<file path="src/design/rgbb_pkg.sv">
// Shared types, constants and the blur function for the eight-neighbour blur.
// Depends on nothing; imported by the front end, queue, back end and top-level module.
package rgbb_pkg;

    localparam int unsigned DEF_MAX_WIDTH = 1024;
    localparam int unsigned MAX_HEIGHT    = 4096;

    localparam int unsigned FW_BITS      = 11;
    localparam int unsigned FH_BITS      = 13;
    localparam int unsigned ROW_BITS     = 12;
    localparam int unsigned CFG_BITS     = 13;
    localparam int unsigned CFG_IDX_BITS = 1;

    localparam logic [FW_BITS-1:0] FW_RESET = 11'd1024;
    localparam logic [FH_BITS-1:0] FH_RESET = 13'd768;

    localparam logic [CFG_IDX_BITS-1:0] REG_FRAME_WIDTH  = 1'b0;
    localparam logic [CFG_IDX_BITS-1:0] REG_FRAME_HEIGHT = 1'b1;

    localparam logic CMD_PIXEL = 1'b0;
    localparam logic CMD_DRAIN = 1'b1;

    localparam int unsigned QDEPTH    = 4;
    localparam int unsigned QPTR_BITS = $clog2(QDEPTH);
    localparam int unsigned QCNT_BITS = $clog2(QDEPTH + 1);

    typedef struct packed {
        logic [7:0] red;
        logic [7:0] green;
        logic [7:0] blue;
    } pixel_t;

    // Indexed [row][column]; row 0 is the oldest line, column 2 the newest pixel.
    typedef pixel_t [2:0][2:0] window_t;

    typedef struct packed {
        logic    emit_main;
        logic    use_blur;
        logic    emit_edge;
        logic    frame_end;
        window_t win;
    } blur_op_t;

    // Sum of each neighbour divided by eight; the centre is left out.
    function automatic pixel_t blur_window(window_t w);
        pixel_t res;
        res = '0;
        for (int y = 0; y < 3; y++)
        begin
            for (int x = 0; x < 3; x++)
            begin
                if (!(y == 1 && x == 1))
                begin
                    res.red   = res.red   + {3'b000, w[y][x].red[7:3]};
                    res.green = res.green + {3'b000, w[y][x].green[7:3]};
                    res.blue  = res.blue  + {3'b000, w[y][x].blue[7:3]};
                end
            end
        end
        return res;
    endfunction

endpackage

</file>
<file path="src/design/rgbb_queue.sv">
// Short queue of blur operations between the front end and the back end.
// Depends on rgbb_pkg.
module rgbb_queue
    import rgbb_pkg::*;
(
    input  logic                 clk,
    input  logic                 rst_n,
    input  logic                 push,
    input  blur_op_t             push_op,
    input  logic                 pop,
    output blur_op_t             head,
    output logic [QCNT_BITS-1:0] count
);

    blur_op_t               ent_reg [QDEPTH];
    logic [QPTR_BITS-1:0]   wr_ptr_reg, wr_ptr_next;
    logic [QPTR_BITS-1:0]   rd_ptr_reg, rd_ptr_next;
    logic [QCNT_BITS-1:0]   count_reg, count_next;

    always_comb
    begin
        wr_ptr_next = wr_ptr_reg;
        rd_ptr_next = rd_ptr_reg;
        count_next  = count_reg;
        if (push)
            wr_ptr_next = (wr_ptr_reg == QPTR_BITS'(QDEPTH - 1)) ? '0
                                                                 : wr_ptr_reg + QPTR_BITS'(1);
        if (pop)
            rd_ptr_next = (rd_ptr_reg == QPTR_BITS'(QDEPTH - 1)) ? '0
                                                                 : rd_ptr_reg + QPTR_BITS'(1);
        if (push && !pop)
            count_next = count_reg + QCNT_BITS'(1);
        else if (pop && !push)
            count_next = count_reg - QCNT_BITS'(1);
    end

    always_ff @(posedge clk or negedge rst_n)
    begin
        if (!rst_n)
        begin
            wr_ptr_reg <= '0;
            rd_ptr_reg <= '0;
            count_reg  <= '0;
        end
        else
        begin
            wr_ptr_reg <= wr_ptr_next;
            rd_ptr_reg <= rd_ptr_next;
            count_reg  <= count_next;
        end
    end

    always_ff @(posedge clk)
    begin
        if (push)
            ent_reg[wr_ptr_reg] <= push_op;
    end

    assign head  = ent_reg[rd_ptr_reg];
    assign count = count_reg;

endmodule

</file>
<file path="config.mk">
export PLATFORM = sky130hd
export DESIGN_NAME = rgbb_queue
export DESIGN_NICKNAME = d
export VERILOG_FILES = /design/src/design/rgbb_pkg.sv /design/src/design/rgbb_queue.sv
export SDC_FILE = /design/constraint.sdc
export NUM_CORES = 1
export LEC_CHECK = 0
export ABC_AREA = 1
export BUFFER_PORTS_ARGS = -buffer_cell sky130_fd_sc_hd__clkbuf_2
export CORE_ASPECT_RATIO = 2
export CORE_UTILIZATION = 40
export CTS_BUF_LIST = sky130_fd_sc_hd__clkbuf_8
export DETAILED_ROUTE_END_ITERATION = 10
export HOLD_SLACK_MARGIN = 0.15
export PLACE_DENSITY = 0.68
export SETUP_SLACK_MARGIN = 0.2
export SYNTH_ARGS = -nofsm -noshare
export SYNTH_HDL_FRONTEND = slang
export SYNTH_SLANG_ARGS = --single-unit
</file>
<file path="constraint.sdc">
create_clock -name clk -period 9 [get_ports clk]
set_clock_uncertainty 0.2 [all_clocks]
set_input_delay 0.45 -clock clk [delete_from_list [all_inputs] [get_ports clk]]
set_output_delay 0.45 -clock clk [all_outputs]
set_load 0.05 [all_outputs]
</file>
==> run metrics <==
iteration count of the initial detailed-routing pass 6; via/cell ratio 4.819; Worst-path clk slew 0.06 ns; CP Capture Type output pin; minimum clock period 4.382 ns; CP max-delay cell buf_4; Worst Path Arrival 3.73 ns; deepest clock path buffer count 3; Antenna Violating Nets Remaining 0; total negative slack 0 ns; CTS buffer count 116; Worst-Margin Slew 1.285 ns; final count of pins violating max slew 0; WL/cell 17.30 µm; status finished, final reports clean; P_leak 17.87 nW; Root Driver clkbuf_8; number of library cell types mapped by synthesis 16; area of the multi-input gates 0.005979 mm²; Layout fillers 7125; setup bufs post-CTS 0; Largest register FFs 880; Hold Crit Class primary input to register; pre-CTS setup slack 5.485 ns; vias in the first global route 22370; endpoints failing setup 0; Post-layout nets 3636; Vias 22550; Register-to-Register Path Depth 5; die width 211.2 µm; reg-to-reg startpoint wr_ptr_reg[0]; Boundary Pins 447; Port-buffer cells 446; initial antenna violation count 14; die area 0.08876 mm²; worst setup path category register to output pin; Hold Crit Endpoint ent_reg[0][110]; TritonCTS clock tree done; CTS H-tree depth 3; Synth Register Bits 887; Iteration-0 DRC Markers 1398; cts hold-fix bufs 354; FP Rows 153; first-pass GRT wire length 122.5 mm; Synth warnings 0; # DRC 0; max_cap viols 0; hpwl dp 45.44 mm; sequential share of the synthesized area 76.00%; final WL 80.95 mm; GRT Util Overall 18.08%; gpl congestion 0.8112; worst setup margin 4.618 ns; post-CTS sizing 0; Final Hold Fails 0; power consumption 14.58 mW; largest net degree at the start of global routing 274; data required time of the critical path 8.35 ns; VDD IR-drop max 0.3117 mV; fin crit share 48.69%; Synth Area per Inst 13.37 µm²; clock sink count 887; Core Footprint 0.08672 mm²; Max Fclk 228.2 MHz; Slew HR 14.32%; Max stage delay on crit path 0.83 ns; Initial Utilization 40.36%; total gr overflow 0; CP cell instances inv_8 -> buf_4 -> o211ai_1 -> nand2_1 -> clkbuf_2; FF+latch area 0.02660 mm²; Layout area overhead 25.94%; power density cells 330.8 mW/mm²; WHS Path Cells 2; share of layout cells above drive strength 1 17.92%; cells after synthesis 2617; syn nets 2848; reg-to-reg slack, setup 5.97 ns; Die Ht 420.3 µm; reg2reg end ent_reg[2][163]; maximum net fanout on the critical path 79; hold_sp push_op[110]; critical path startpoint category register; Worst-Skew Late Latency 0.78 ns; Mapped Area 0.03500 mm²; RSZ-0062 raised after global routing false
## worst max-delay path by stage
stage / depth (start not counted) / to / slack (ns) / from
2_1_floorplan: 4 / ent_reg[2][0] / 3.35 / wr_ptr_reg[0]
3_3_place_gp: 5 / head[173] / 5.43 / rd_ptr_reg[1]
3_5_place_dp: 5 / head[173] / 5.48 / rd_ptr_reg[1]
4_1_cts: 5 / head[173] / 4.55 / rd_ptr_reg[1]
5_1_grt: 5 / head[146] / 4.42 / rd_ptr_reg[1]
6_report: 5 / head[173] / 4.62 / rd_ptr_reg[1]
## synth_stat cells, drive strengths merged
master    n  share of area [%]
buf     127                1.9
clkbuf   19               0.20
dfrtp     7               0.50
edfxtp  880                 76
fa        1              0.057
ha        6               0.21
inv     453                4.9
nand2   675                7.2
nand3     1              0.014
nand4     1              0.018
nor2      2              0.021
o211ai  440                9.4
o21ai     4              0.057
xnor2     1              0.025
## per-stage QoR
step | std cells | hold WS, ns | instance area [µm²] | util [%]
after global routing | 4676 | 0.1780 | 44070 | 50.82
after detailed placement | 4095 | 0.1124 | 38170 | 44.02
after global placement | 4095 | 0.1102 | 38170 | 44.02
after CTS | 4667 | 0.1506 | 44050 | 50.80
final | 4678 | 0.2521 | 44080 | 50.83
after floorplan | 2617 | -0.04559 | 35000 | -
## layer usage
layer | global-route usage [%] | share of wire, % | wire (µm)
met1 | 20.73 | 39 | 31360
met4 | 9.076 | 3.6 | 2934
met5 | 0 | 0.11 | 86
met3 | 3.856 | 6.6 | 5307
met2 | 31.66 | 51 | 41260
## power by group
| group | total (mW) | internal [mW] | switching (mW) |
|---|---|---|---|
| registers | 5.47 | 5.29 | 0.176 |
| logic | 6.12 | 1.28 | 4.84 |
| clock network | 2.99 | 1.50 | 1.48 |
| total | 14.6 | 8.08 | 6.50 |
## worst max-delay path, delay by kind of cell (launching register included)
kind	cells	cell delay, ns
buffers and inverters	3	1.57
DFF	1	0.68
AOI/OAI and AO/OA	1	0.25
and+or+nand+nor	1	0.16
## placed cells by master, fill, tap and decap left out, types with 9 or more instances in the layout
cell	count
o211ai_1	440
inv_1	483
clkinv_2	20
inv_8	9
clkinv_1	23
edfxtp_1	880
clkbuf_8	119
nand2_1	675
diode_2	11
bufinv_16	9
buf_4	13
dlygate4sd3_1	354
clkbuf_2	446
## cell type report
cell class / instances / area share, %
antenna: 11 / 0.06245
clock buffer: 119 / 3.716
clock inverter: 99 / 1.581
multi-input combinational: 1131 / 13.57
tap: 1162 / 3.298
timing repair buffer: 816 / 13.46
inverter: 453 / 3.960
sequential: 887 / 60.36
## kinds of logic (layout without fill, tap and decap cells)
group | Yosys count | count (layout) | share of synthesized area, %
compound gates | 444 | 444 | 9.495
xor+xnor | 1 | 1 | 0.02503
fa+ha+maj | 7 | 7 | 0.2717
buf+inv | 599 | 1487 | 6.914
flops | 887 | 887 | 76.00
other cells | 0 | 11 | 0
simple gates | 679 | 679 | 7.293
Note: power is estimated with default switching activity, not from simulation.
