==> config.mk <==
export PLATFORM = sky130hd
export DESIGN_NAME = rgbb_back
export DESIGN_NICKNAME = d
export VERILOG_FILES = /design/src/design/rgbb_pkg.sv /design/src/design/rgbb_back.sv
export SDC_FILE = /design/constraint.sdc
export NUM_CORES = 1
export LEC_CHECK = 0
export BUFFER_PORTS_ARGS = -buffer_cell sky130_fd_sc_hd__buf_2
export CORE_UTILIZATION = 40
export DETAILED_ROUTE_END_ITERATION = 10
export PLACE_DENSITY = 0.81
export SLEW_MARGIN = 20
export SYNTH_ARGS = -nofsm -noshare
export SYNTH_HDL_FRONTEND = slang
export SYNTH_SLANG_ARGS = --single-unit
==> constraint.sdc <==
create_clock -name clk -period 1.3 [get_ports clk]
set_input_delay 0.065 -clock clk [delete_from_list [all_inputs] [get_ports clk]]
set_output_delay 0.065 -clock clk [all_outputs]
set_load 0.005 [all_outputs]
==> src/design/rgbb_pkg.sv <==
// Shared types, constants and the blur function for the eight-neighbour blur.
// Depends on nothing; imported by the front end, queue, back end and top-level module.
package rgbb_pkg;

    localparam int unsigned DEF_MAX_WIDTH = 1024;
    localparam int unsigned MAX_HEIGHT    = 4096;

    localparam int unsigned FW_BITS      = 11;
    localparam int unsigned FH_BITS      = 13;
    localparam int unsigned ROW_BITS     = 12;
    localparam int unsigned CFG_BITS     = 13;
    localparam int unsigned CFG_IDX_BITS = 1;

    localparam logic [FW_BITS-1:0] FW_RESET = 11'd1024;
    localparam logic [FH_BITS-1:0] FH_RESET = 13'd768;

    localparam logic [CFG_IDX_BITS-1:0] REG_FRAME_WIDTH  = 1'b0;
    localparam logic [CFG_IDX_BITS-1:0] REG_FRAME_HEIGHT = 1'b1;

    localparam logic CMD_PIXEL = 1'b0;
    localparam logic CMD_DRAIN = 1'b1;

    localparam int unsigned QDEPTH    = 4;
    localparam int unsigned QPTR_BITS = $clog2(QDEPTH);
    localparam int unsigned QCNT_BITS = $clog2(QDEPTH + 1);

    typedef struct packed {
        logic [7:0] red;
        logic [7:0] green;
        logic [7:0] blue;
    } pixel_t;

    // Indexed [row][column]; row 0 is the oldest line, column 2 the newest pixel.
    typedef pixel_t [2:0][2:0] window_t;

    typedef struct packed {
        logic    emit_main;
        logic    use_blur;
        logic    emit_edge;
        logic    frame_end;
        window_t win;
    } blur_op_t;

    // Sum of each neighbour divided by eight; the centre is left out.
    function automatic pixel_t blur_window(window_t w);
        pixel_t res;
        res = '0;
        for (int y = 0; y < 3; y++)
        begin
            for (int x = 0; x < 3; x++)
            begin
                if (!(y == 1 && x == 1))
                begin
                    res.red   = res.red   + {3'b000, w[y][x].red[7:3]};
                    res.green = res.green + {3'b000, w[y][x].green[7:3]};
                    res.blue  = res.blue  + {3'b000, w[y][x].blue[7:3]};
                end
            end
        end
        return res;
    endfunction

endpackage

==> src/design/rgbb_back.sv <==
// Back end: turns each queued operation into one or two output pixels, blurring
// interior pixels, through a single output register. Depends on rgbb_pkg.
module rgbb_back
    import rgbb_pkg::*;
(
    input  logic        clk,
    input  logic        rst_n,
    input  blur_op_t    head,
    input  logic        head_valid,
    output logic        pop,
    output logic        m_tvalid,
    input  logic        m_tready,
    output logic [23:0] m_tdata,
    output logic        m_tlast
);

    logic   out_valid_reg, out_valid_next;
    logic   main_done_reg, main_done_next;
    pixel_t out_pix_reg;
    logic   out_last_reg;

    logic   sel_edge;
    logic   load;
    pixel_t res_pix;
    logic   res_last;

    // Once the main pixel of an operation has gone, its row-end pixel follows.
    assign sel_edge = !head.emit_main || main_done_reg;

    always_comb
    begin
        if (sel_edge)
            res_pix = head.win[1][2];
        else if (head.use_blur)
            res_pix = blur_window(head.win);
        else
            res_pix = head.win[1][1];
    end

    assign res_last = !sel_edge && head.frame_end;
    assign load     = head_valid && (!out_valid_reg || m_tready);
    assign pop      = load && (sel_edge || !head.emit_edge);

    always_comb
    begin
        out_valid_next = out_valid_reg;
        main_done_next = main_done_reg;
        if (load)
        begin
            out_valid_next = 1'b1;
            main_done_next = !pop;
        end
        else if (m_tready)
        begin
            out_valid_next = 1'b0;
        end
    end

    always_ff @(posedge clk or negedge rst_n)
    begin
        if (!rst_n)
        begin
            out_valid_reg <= 1'b0;
            main_done_reg <= 1'b0;
        end
        else
        begin
            out_valid_reg <= out_valid_next;
            main_done_reg <= main_done_next;
        end
    end

    always_ff @(posedge clk)
    begin
        if (load)
        begin
            out_pix_reg  <= res_pix;
            out_last_reg <= res_last;
        end
    end

    assign m_tvalid = out_valid_reg;
    assign m_tdata  = {out_pix_reg.blue, out_pix_reg.green, out_pix_reg.red};
    assign m_tlast  = out_last_reg;

endmodule

==> results of run 1 <==
==> cells in the final DEF, fill, tap and decap left out, types with 4 or more instances in the layout <==
cell type  netlist  routed
a21oi_1         73      43
or2_2            4       4
o21ai_1          3      33
xnor2_2          1      19
buf_6            1      21
o31a_1           4       4
a21oi_4          0       4
inv_1           60      45
xnor2_1         65      47
nor2_1          27      25
a21o_1          38      38
buf_4            0     140
nor3_1           6       4
nor3b_1          5       5
o21ai_2          0       6
nand2_1         43      42
o21bai_1        14      12
xor2_1          21      18
edfxtp_1        25      25
nor2b_1         16      12
a21oi_2          0      26
inv_2            0      14
fa_1            21       7
nand2b_1        10       9
o21ai_0         61      25
ha_4             0      34
o21a_1           8       8
mux2i_1         20      20
ha_1           107      72
fa_2             0      14
nand3_1          4       4
buf_2            0     181
a211oi_1        15      13
o211ai_1         6       6
==> metrics by stage <==
stage	setup TNS, ns	hold slack [ns]	setup WS (ns)
after floorplan	-72.08	-0.2306	-3.813
after global placement	-81.53	-0.1461	-3.964
after detailed placement	-83.28	-0.1465	-4.150
after CTS	-75.13	0.002865	-3.794
after global routing	-79.25	0.01635	-4.042
final	-75.66	0.004061	-3.876
==> worst max-delay path: cells and delay by family <==
family / cells / cell delay [ns]
AO/OA/AOI/OAI: 4 / 0.66
XOR/XNOR: 2 / 0.27
adder cells (fa/ha/maj): 7 / 2.89
buffers and inverters: 6 / 0.59
multiplexers: 2 / 0.40
AND/OR/NAND/NOR: 3 / 0.32
==> final cells by class <==
type,count,area share [%]
multi-input combinational,605,61.32
tap,184,2.469
inverter,60,2.455
timing repair buffer,346,24.27
clock buffer,4,0.8453
sequential,27,8.587
antenna,2,0.05367
==> kinds of logic (layout without fill, tap and decap cells) <==
family                   count (synthesis)  after routing  share of synthesized area, %
AO/OA/AOI/OAI                          239            239                         24.80
XOR/XNOR                                87             87                         12.98
adder cells (fa/ha/maj)                128            128                         29.67
buffers and inverters                   69            410                         4.496
flip-flops                              27             27                         13.51
multiplexers                            21             21                         3.567
other                                    0              2                             0
AND/OR/NAND/NOR                        130            130                         10.98
==> synth_stat cells, drive strengths merged (2+ instances only) <==
library cell | instances | area [um^2]
a2111oi | 4 | 36.29
a211o | 3 | 26.28
a211oi | 15 | 112.6
a21boi | 2 | 15.01
a21o | 38 | 285.3
a21oi | 73 | 365.4
and2 | 2 | 15.02
and3 | 2 | 12.51
and3b | 2 | 17.52
buf | 3 | 18.77
clkbuf | 6 | 22.52
dfrtp | 2 | 50.05
edfxtp | 25 | 750.7
fa | 21 | 420.4
ha | 107 | 1339
inv | 60 | 225.2
mux2i | 20 | 200.2
nand2 | 43 | 161.4
nand2b | 10 | 62.56
nand3 | 4 | 20.02
nor2 | 28 | 107.6
nor2b | 17 | 113.9
nor3 | 6 | 30.03
nor3b | 5 | 37.54
nor4 | 2 | 12.51
o211ai | 6 | 45.04
o21a | 8 | 60.06
o21ai | 64 | 320.3
o21bai | 14 | 105.1
o22ai | 2 | 12.51
o31a | 4 | 35.03
or2 | 5 | 31.28
xnor2 | 66 | 585.6
xor2 | 21 | 183.9
==> timing repair <==
action                     in CTS  in global routing
hold endpoints to repair        2                  0
setup endpoints to repair      25                 25
hold buffers                    1                  0
pin swaps                     103                 76
gates cloned                    0                  0
setup buffers                  20                  8
resized for setup              60                 75
==> path summary, 6_finish.rpt <==
check | start | to | slack [ns] | depth (start not counted)
max in group asynchronous | rst_n | main_done_reg$_DFFE_PN0P_ | 1.10 | 2
min in group asynchronous | rst_n | m_tvalid$_DFFE_PN0P_ | 0.10 | 2
max reg2reg | main_done_reg$_DFFE_PN0P_ | m_tdata[22]$_DFFE_PP_ | -0.15 | 5
min reg2reg | m_tvalid$_DFFE_PN0P_ | m_tvalid$_DFFE_PN0P_ | 0.52 | 2
max | head[27] | m_tdata[23]$_DFFE_PP_ | -3.88 | 24
min | head_valid | m_tvalid$_DFFE_PN0P_ | 0.004 | 2
==> routing by layer <==
layer,vias to the layer above,wire [um]
li1,3209,-
met1,3006,7868
met2,216,9574
met3,30,1262
met4,0,389
met5,-,0
==> run_results.csv, run 1 <==
group,metric,value,unit
status,status,"finished, violations left",
status,violations,"setup timing",
setup_path,crit_path_start_kind,"input port",
timing,hold_viol,0,
logic_synthesis,synth_flop_cell,"edfxtp_1",
grt,grtUsageMet2,41.46,%
logic_synthesis,avgSynthCellArea,8.457,um^2
logic_synthesis,ys_types,53,
grt,grt_overflow,0,
floorplanning,die_area,15310,um^2
timing,worstMarginPinSlew,0.6736,ns
floorplanning,rows,44,
cts,clock_sinks,27,
cts,clk_latency,0.27,ns
min_path,hp-class,"in -> reg",
layout,largest_reg_flops,24,
layout,n_fill_cell,1159,
setup_path,cp_data_arrival_time,5.20,ns
grt,antenna_found_initial,2,
logic_synthesis,synth_nets,1053,
place,place_inst,1195,
route,via_count,6461,
grt,grt_pass1_vias,6232,
cts,cts_inserted_buffers,3,
place,hpwlAfterDp,14600,um
setup_path,cp_max_fo,4,
setup_path,critPathCaptureType,"flop",
setup_path,slowest_stage,"fa_2",
place,globalplace.congestion,0.8861,
layout,postLayoutCoreUtil,64.41,%
floorplanning,dieWidth,123.7,um
cts,clk_pin_slew_worst_paths,0.07,ns
timing,slew_headroom,54.77,%
layout,drive_above_1_share,47.41,%
setup_path,cp.required,1.32,ns
timing,rsz0062_at_grt,"true",
logic_synthesis,ys_async_sr_fraction,7.407,%
layout,final-instance-count-excl-fill,1228,
timing,fin_crit,5.176,ns
floorplanning,start_util,40.94,%
grt,met1_usage,27.68,%
setup_path,cp_slowest_stage_delay,0.60,ns
logic_synthesis,synth-edff-count,25,
floorplanning,core,14480,um^2
layout,register_area,800.8,um^2
route,routed_via_density,5.261,
logic_synthesis,ys_warn_count,0,
floorplanning,io_pins,251,
logic_synthesis,ys_seq_area_share,13.51,%
layout,area_growth,57.30,%
route,drc,0,
grt,grt_pass1_wl,27500,um
cts,htree_num_levels,1,
route,routed_wl,19100,um
place,portBuffers,187,
cts,cts_buffer_depth,2,
route,wl_per_cell,15.55,um
logic_synthesis,ys_ff_latch,27,
setup_path,critPathKind,"in -> reg",
place,placed_cell_area,8431,um^2
route,first_pass_iters,6,
layout,multi_input_area,5718,um^2
floorplanning,die_height,123.7,um
logic_synthesis,syn_area,5928,um^2
setup_path,cp_common_cell,"fa_1",
timing,setup_viol,24,
logic_synthesis,syn_inst,701,
route,drtIter0Drc,223,
grt,grt_busiest_layer,"met2",
timing,finClkSkew,0.003789,ns
cts,cts_root_buffer,"clkbuf_16",
flow_run,max-cap-violations,0,
timing,final-max-slew-violation-count,0,
grt,gr-usage-met3,4.167,%
grt,grtUsageTotal,22.64,%
route,drt.antenna.violating_nets,0,
cts,tritoncts,"yes",
timing,setup_ws,-3.876,ns
layout,nets,1395,
setup_path,crit_chain,"buf_6, ha_4, fa_1, inv_2, fa_1, fa_1, inv_2, fa_2, ha_1, a21o_1, a21oi_2, xnor2_1, ha_1, inv_1, buf_4, o21bai_1, a21oi_1, buf_4, nor3_2, nand2_1, mux2i_1, xnor2_1, mux2i_1, nand2_1",
timing,fmax,193.2,MHz
layout,final_area,9325,um^2
timing,post-route-period-util,398.1,%
grt,grt_max_degree,20,
Power of run 1 is not shown: default switching activity piles up to over one toggle a cycle in this logic, so the estimate is an artifact.
==> inputs of run 2 (changes only) <==
Settings changed: SKIP_LAST_GASP set to 1.
==> run 2 against run 1 <==
The run still ends with setup timing left. Maximum frequency down 0.32%. Count of clock-buffer cells in the layout unchanged. Register-to-register slack worse by 0.05 ns. Core utilization down 0.20 points. Sequential cell count unchanged. Die area unchanged. Via count down 0.37%. Worst hold slack worse by 0.00057 ns. Worst setup slack worse by 0.017 ns. Final area down 0.31%. Cell count unchanged. Wire length down 0.82%. Critical endpoint unchanged.
==> run_results.csv, run 2 (same netlist as run 1, synthesis figures left out) <==
group,metric,value,unit
status,status,"finished, violations left",
status,violations,"setup timing",
setup_path,critPathCaptureType,"flop",
setup_path,cp.required,1.32,ns
timing,fmax,192.6,MHz
grt,grt_max_degree,20,
flow_run,max-cap-violations,0,
layout,layout_commonest_cell,"buf_2",
setup_path,worstRegToRegCells,5,
floorplanning,rows,44,
place,place_inst,1195,
min_path,hp-class,"in -> reg",
grt,grt_pass1_vias,6229,
route,routed_via_density,5.242,
cts,clk_latency,0.27,ns
timing,setup_ws,-3.892,ns
route,routed_wl,18940,um
cts,cts_buffer_depth,2,
place,hpwlAfterDp,14600,um
cts,cts_inserted_buffers,3,
timing,post-route-period-util,399.4,%
place,globalplace.congestion,0.8861,
floorplanning,die_area,15310,um^2
setup_path,r2r-end,"m_tdata[22]$_DFFE_PP_",
timing,fin_crit,5.192,ns
setup_path,r2r_slack,-0.20,ns
grt,grt_pass1_wl,27490,um
place,pre_cts_ws,-4.150,ns
timing,finClkSkew,0.003293,ns
timing,rsz0062_at_grt,"true",
route,via_count,6437,
layout,largest_reg_flops,24,
setup_path,critPathKind,"in -> reg",
layout,layout_common_cells,"buf_2 (181), buf_4 (144), ha_1 (73)",
timing,hold_viol,0,
layout,area_growth,56.82,%
setup_path,critPathCapture,"m_tdata[23]$_DFFE_PP_",
floorplanning,die_height,123.7,um
floorplanning,dieWidth,123.7,um
route,drt.antenna.violating_nets,0,
grt,antenna_found_initial,2,
grt,grt_overflow,0,
layout,final-instance-count-excl-fill,1228,
setup_path,setup.worst_path.start,"head[27]",
layout,drive_above_1_share,47.22,%
route,drc,0,
setup_path,crit_path_start_kind,"input port",
cts,htree_num_levels,1,
layout,nets,1395,
cts,tritoncts,"yes",
timing,final-max-slew-violation-count,0,
cts,clk_pin_slew_worst_paths,0.07,ns
grt,grtUsageTotal,22.63,%
floorplanning,start_util,40.94,%
route,wl_per_cell,15.42,um
setup_path,cp_max_fo,4,
timing,worstMarginPinSlew,0.6738,ns
route,drtIter0Drc,239,
floorplanning,core,14480,um^2
route,first_pass_iters,4,
setup_path,cp_data_arrival_time,5.21,ns
cts,cts_root_buffer,"clkbuf_16",
floorplanning,io_pins,251,
timing,slew_headroom,54.76,%
place,portBuffers,187,
cts,clock_sinks,27,
timing,setup_viol,24,
setup_path,rr_startpoint,"main_done_reg$_DFFE_PN0P_",
## run 2: cell counts in the layout (fill, tap and decap cells not counted)
Identical to the previous run, type by type.
## run 2: layout make-up
cell class              count  area [um^2]
diodes                      2        5.005
clock buffers               4        78.83
fillers                  1156         5182
inverters                  60        229.0
multi-input cells         605         5704
flip-flops and latches     27        800.8
well taps                 184        230.2
repair buffers            346         2248
## run 2: per-layer routing
layer  GRT usage (%)  routed length [um]  share of wire, %  vias to the layer above
met3           4.167                1148               6.1                       26
met1           27.65                7964                42                     3004
met2           41.46                9464                50                      198
li1                -                   -                 -                     3209
met5               0                   0                 0                        -
met4           3.690                 362               1.9                        0
## run 2: per-stage QoR
stage | setup TNS, ns | instance area [um^2] | hold slack [ns] | utilization [%]
detailed placement | -83.28 | 8431 | -0.1465 | 58.23
CTS | -75.20 | 8880 | 0.002865 | 61.33
global route | -79.34 | 9294 | 0.01635 | 64.19
finish | -75.69 | 9296 | 0.003494 | 64.21
floorplan | -72.08 | 6275 | -0.2306 | -
global placement | -81.53 | 8431 | -0.1461 | 58.23
## run 2: worst min path at each step
| stage | slack, ns | depth (start not counted) | endpoint | startpoint |
|---|---|---|---|---|
| 2_1_floorplan | -0.23 | 0 | m_tvalid$_DFFE_PN0P_ | rst_n |
| 3_3_place_gp | -0.15 | 1 | m_tvalid$_DFFE_PN0P_ | rst_n |
| 3_5_place_dp | -0.15 | 1 | m_tvalid$_DFFE_PN0P_ | rst_n |
| 4_1_cts | 0.003 | 2 | m_tvalid$_DFFE_PN0P_ | head_valid |
| 5_1_grt | 0.02 | 2 | m_tvalid$_DFFE_PN0P_ | head_valid |
| 6_report | 0.003 | 2 | m_tvalid$_DFFE_PN0P_ | head_valid |
## run 2: repair_timing
action                     in CTS  in global routing
hold endpoints to repair        2                  0
hold buffers                    1                  0
buffers inserted               20                  8
pin swaps                     102                 71
setup endpoints to repair      25                 25
gates resized for setup        57                 72
## run 2: worst max-delay path: stages
cell and delay [ns]:
buf_6 0.10, ha_4 0.15, fa_1 0.56, inv_2 0.05, fa_1 0.49, fa_1 0.57, inv_2 0.07, fa_2 0.60
ha_1 0.23, a21o_1 0.19, a21oi_2 0.18, xnor2_1 0.10, ha_1 0.30, inv_1 0.06, buf_4 0.14, o21bai_1 0.18
a21oi_1 0.11, buf_4 0.17, nor3_2 0.17, nand2_1 0.08, mux2i_1 0.20, xnor2_1 0.18, mux2i_1 0.20, nand2_1 0.07
Power of run 2 is left out for the same reason.
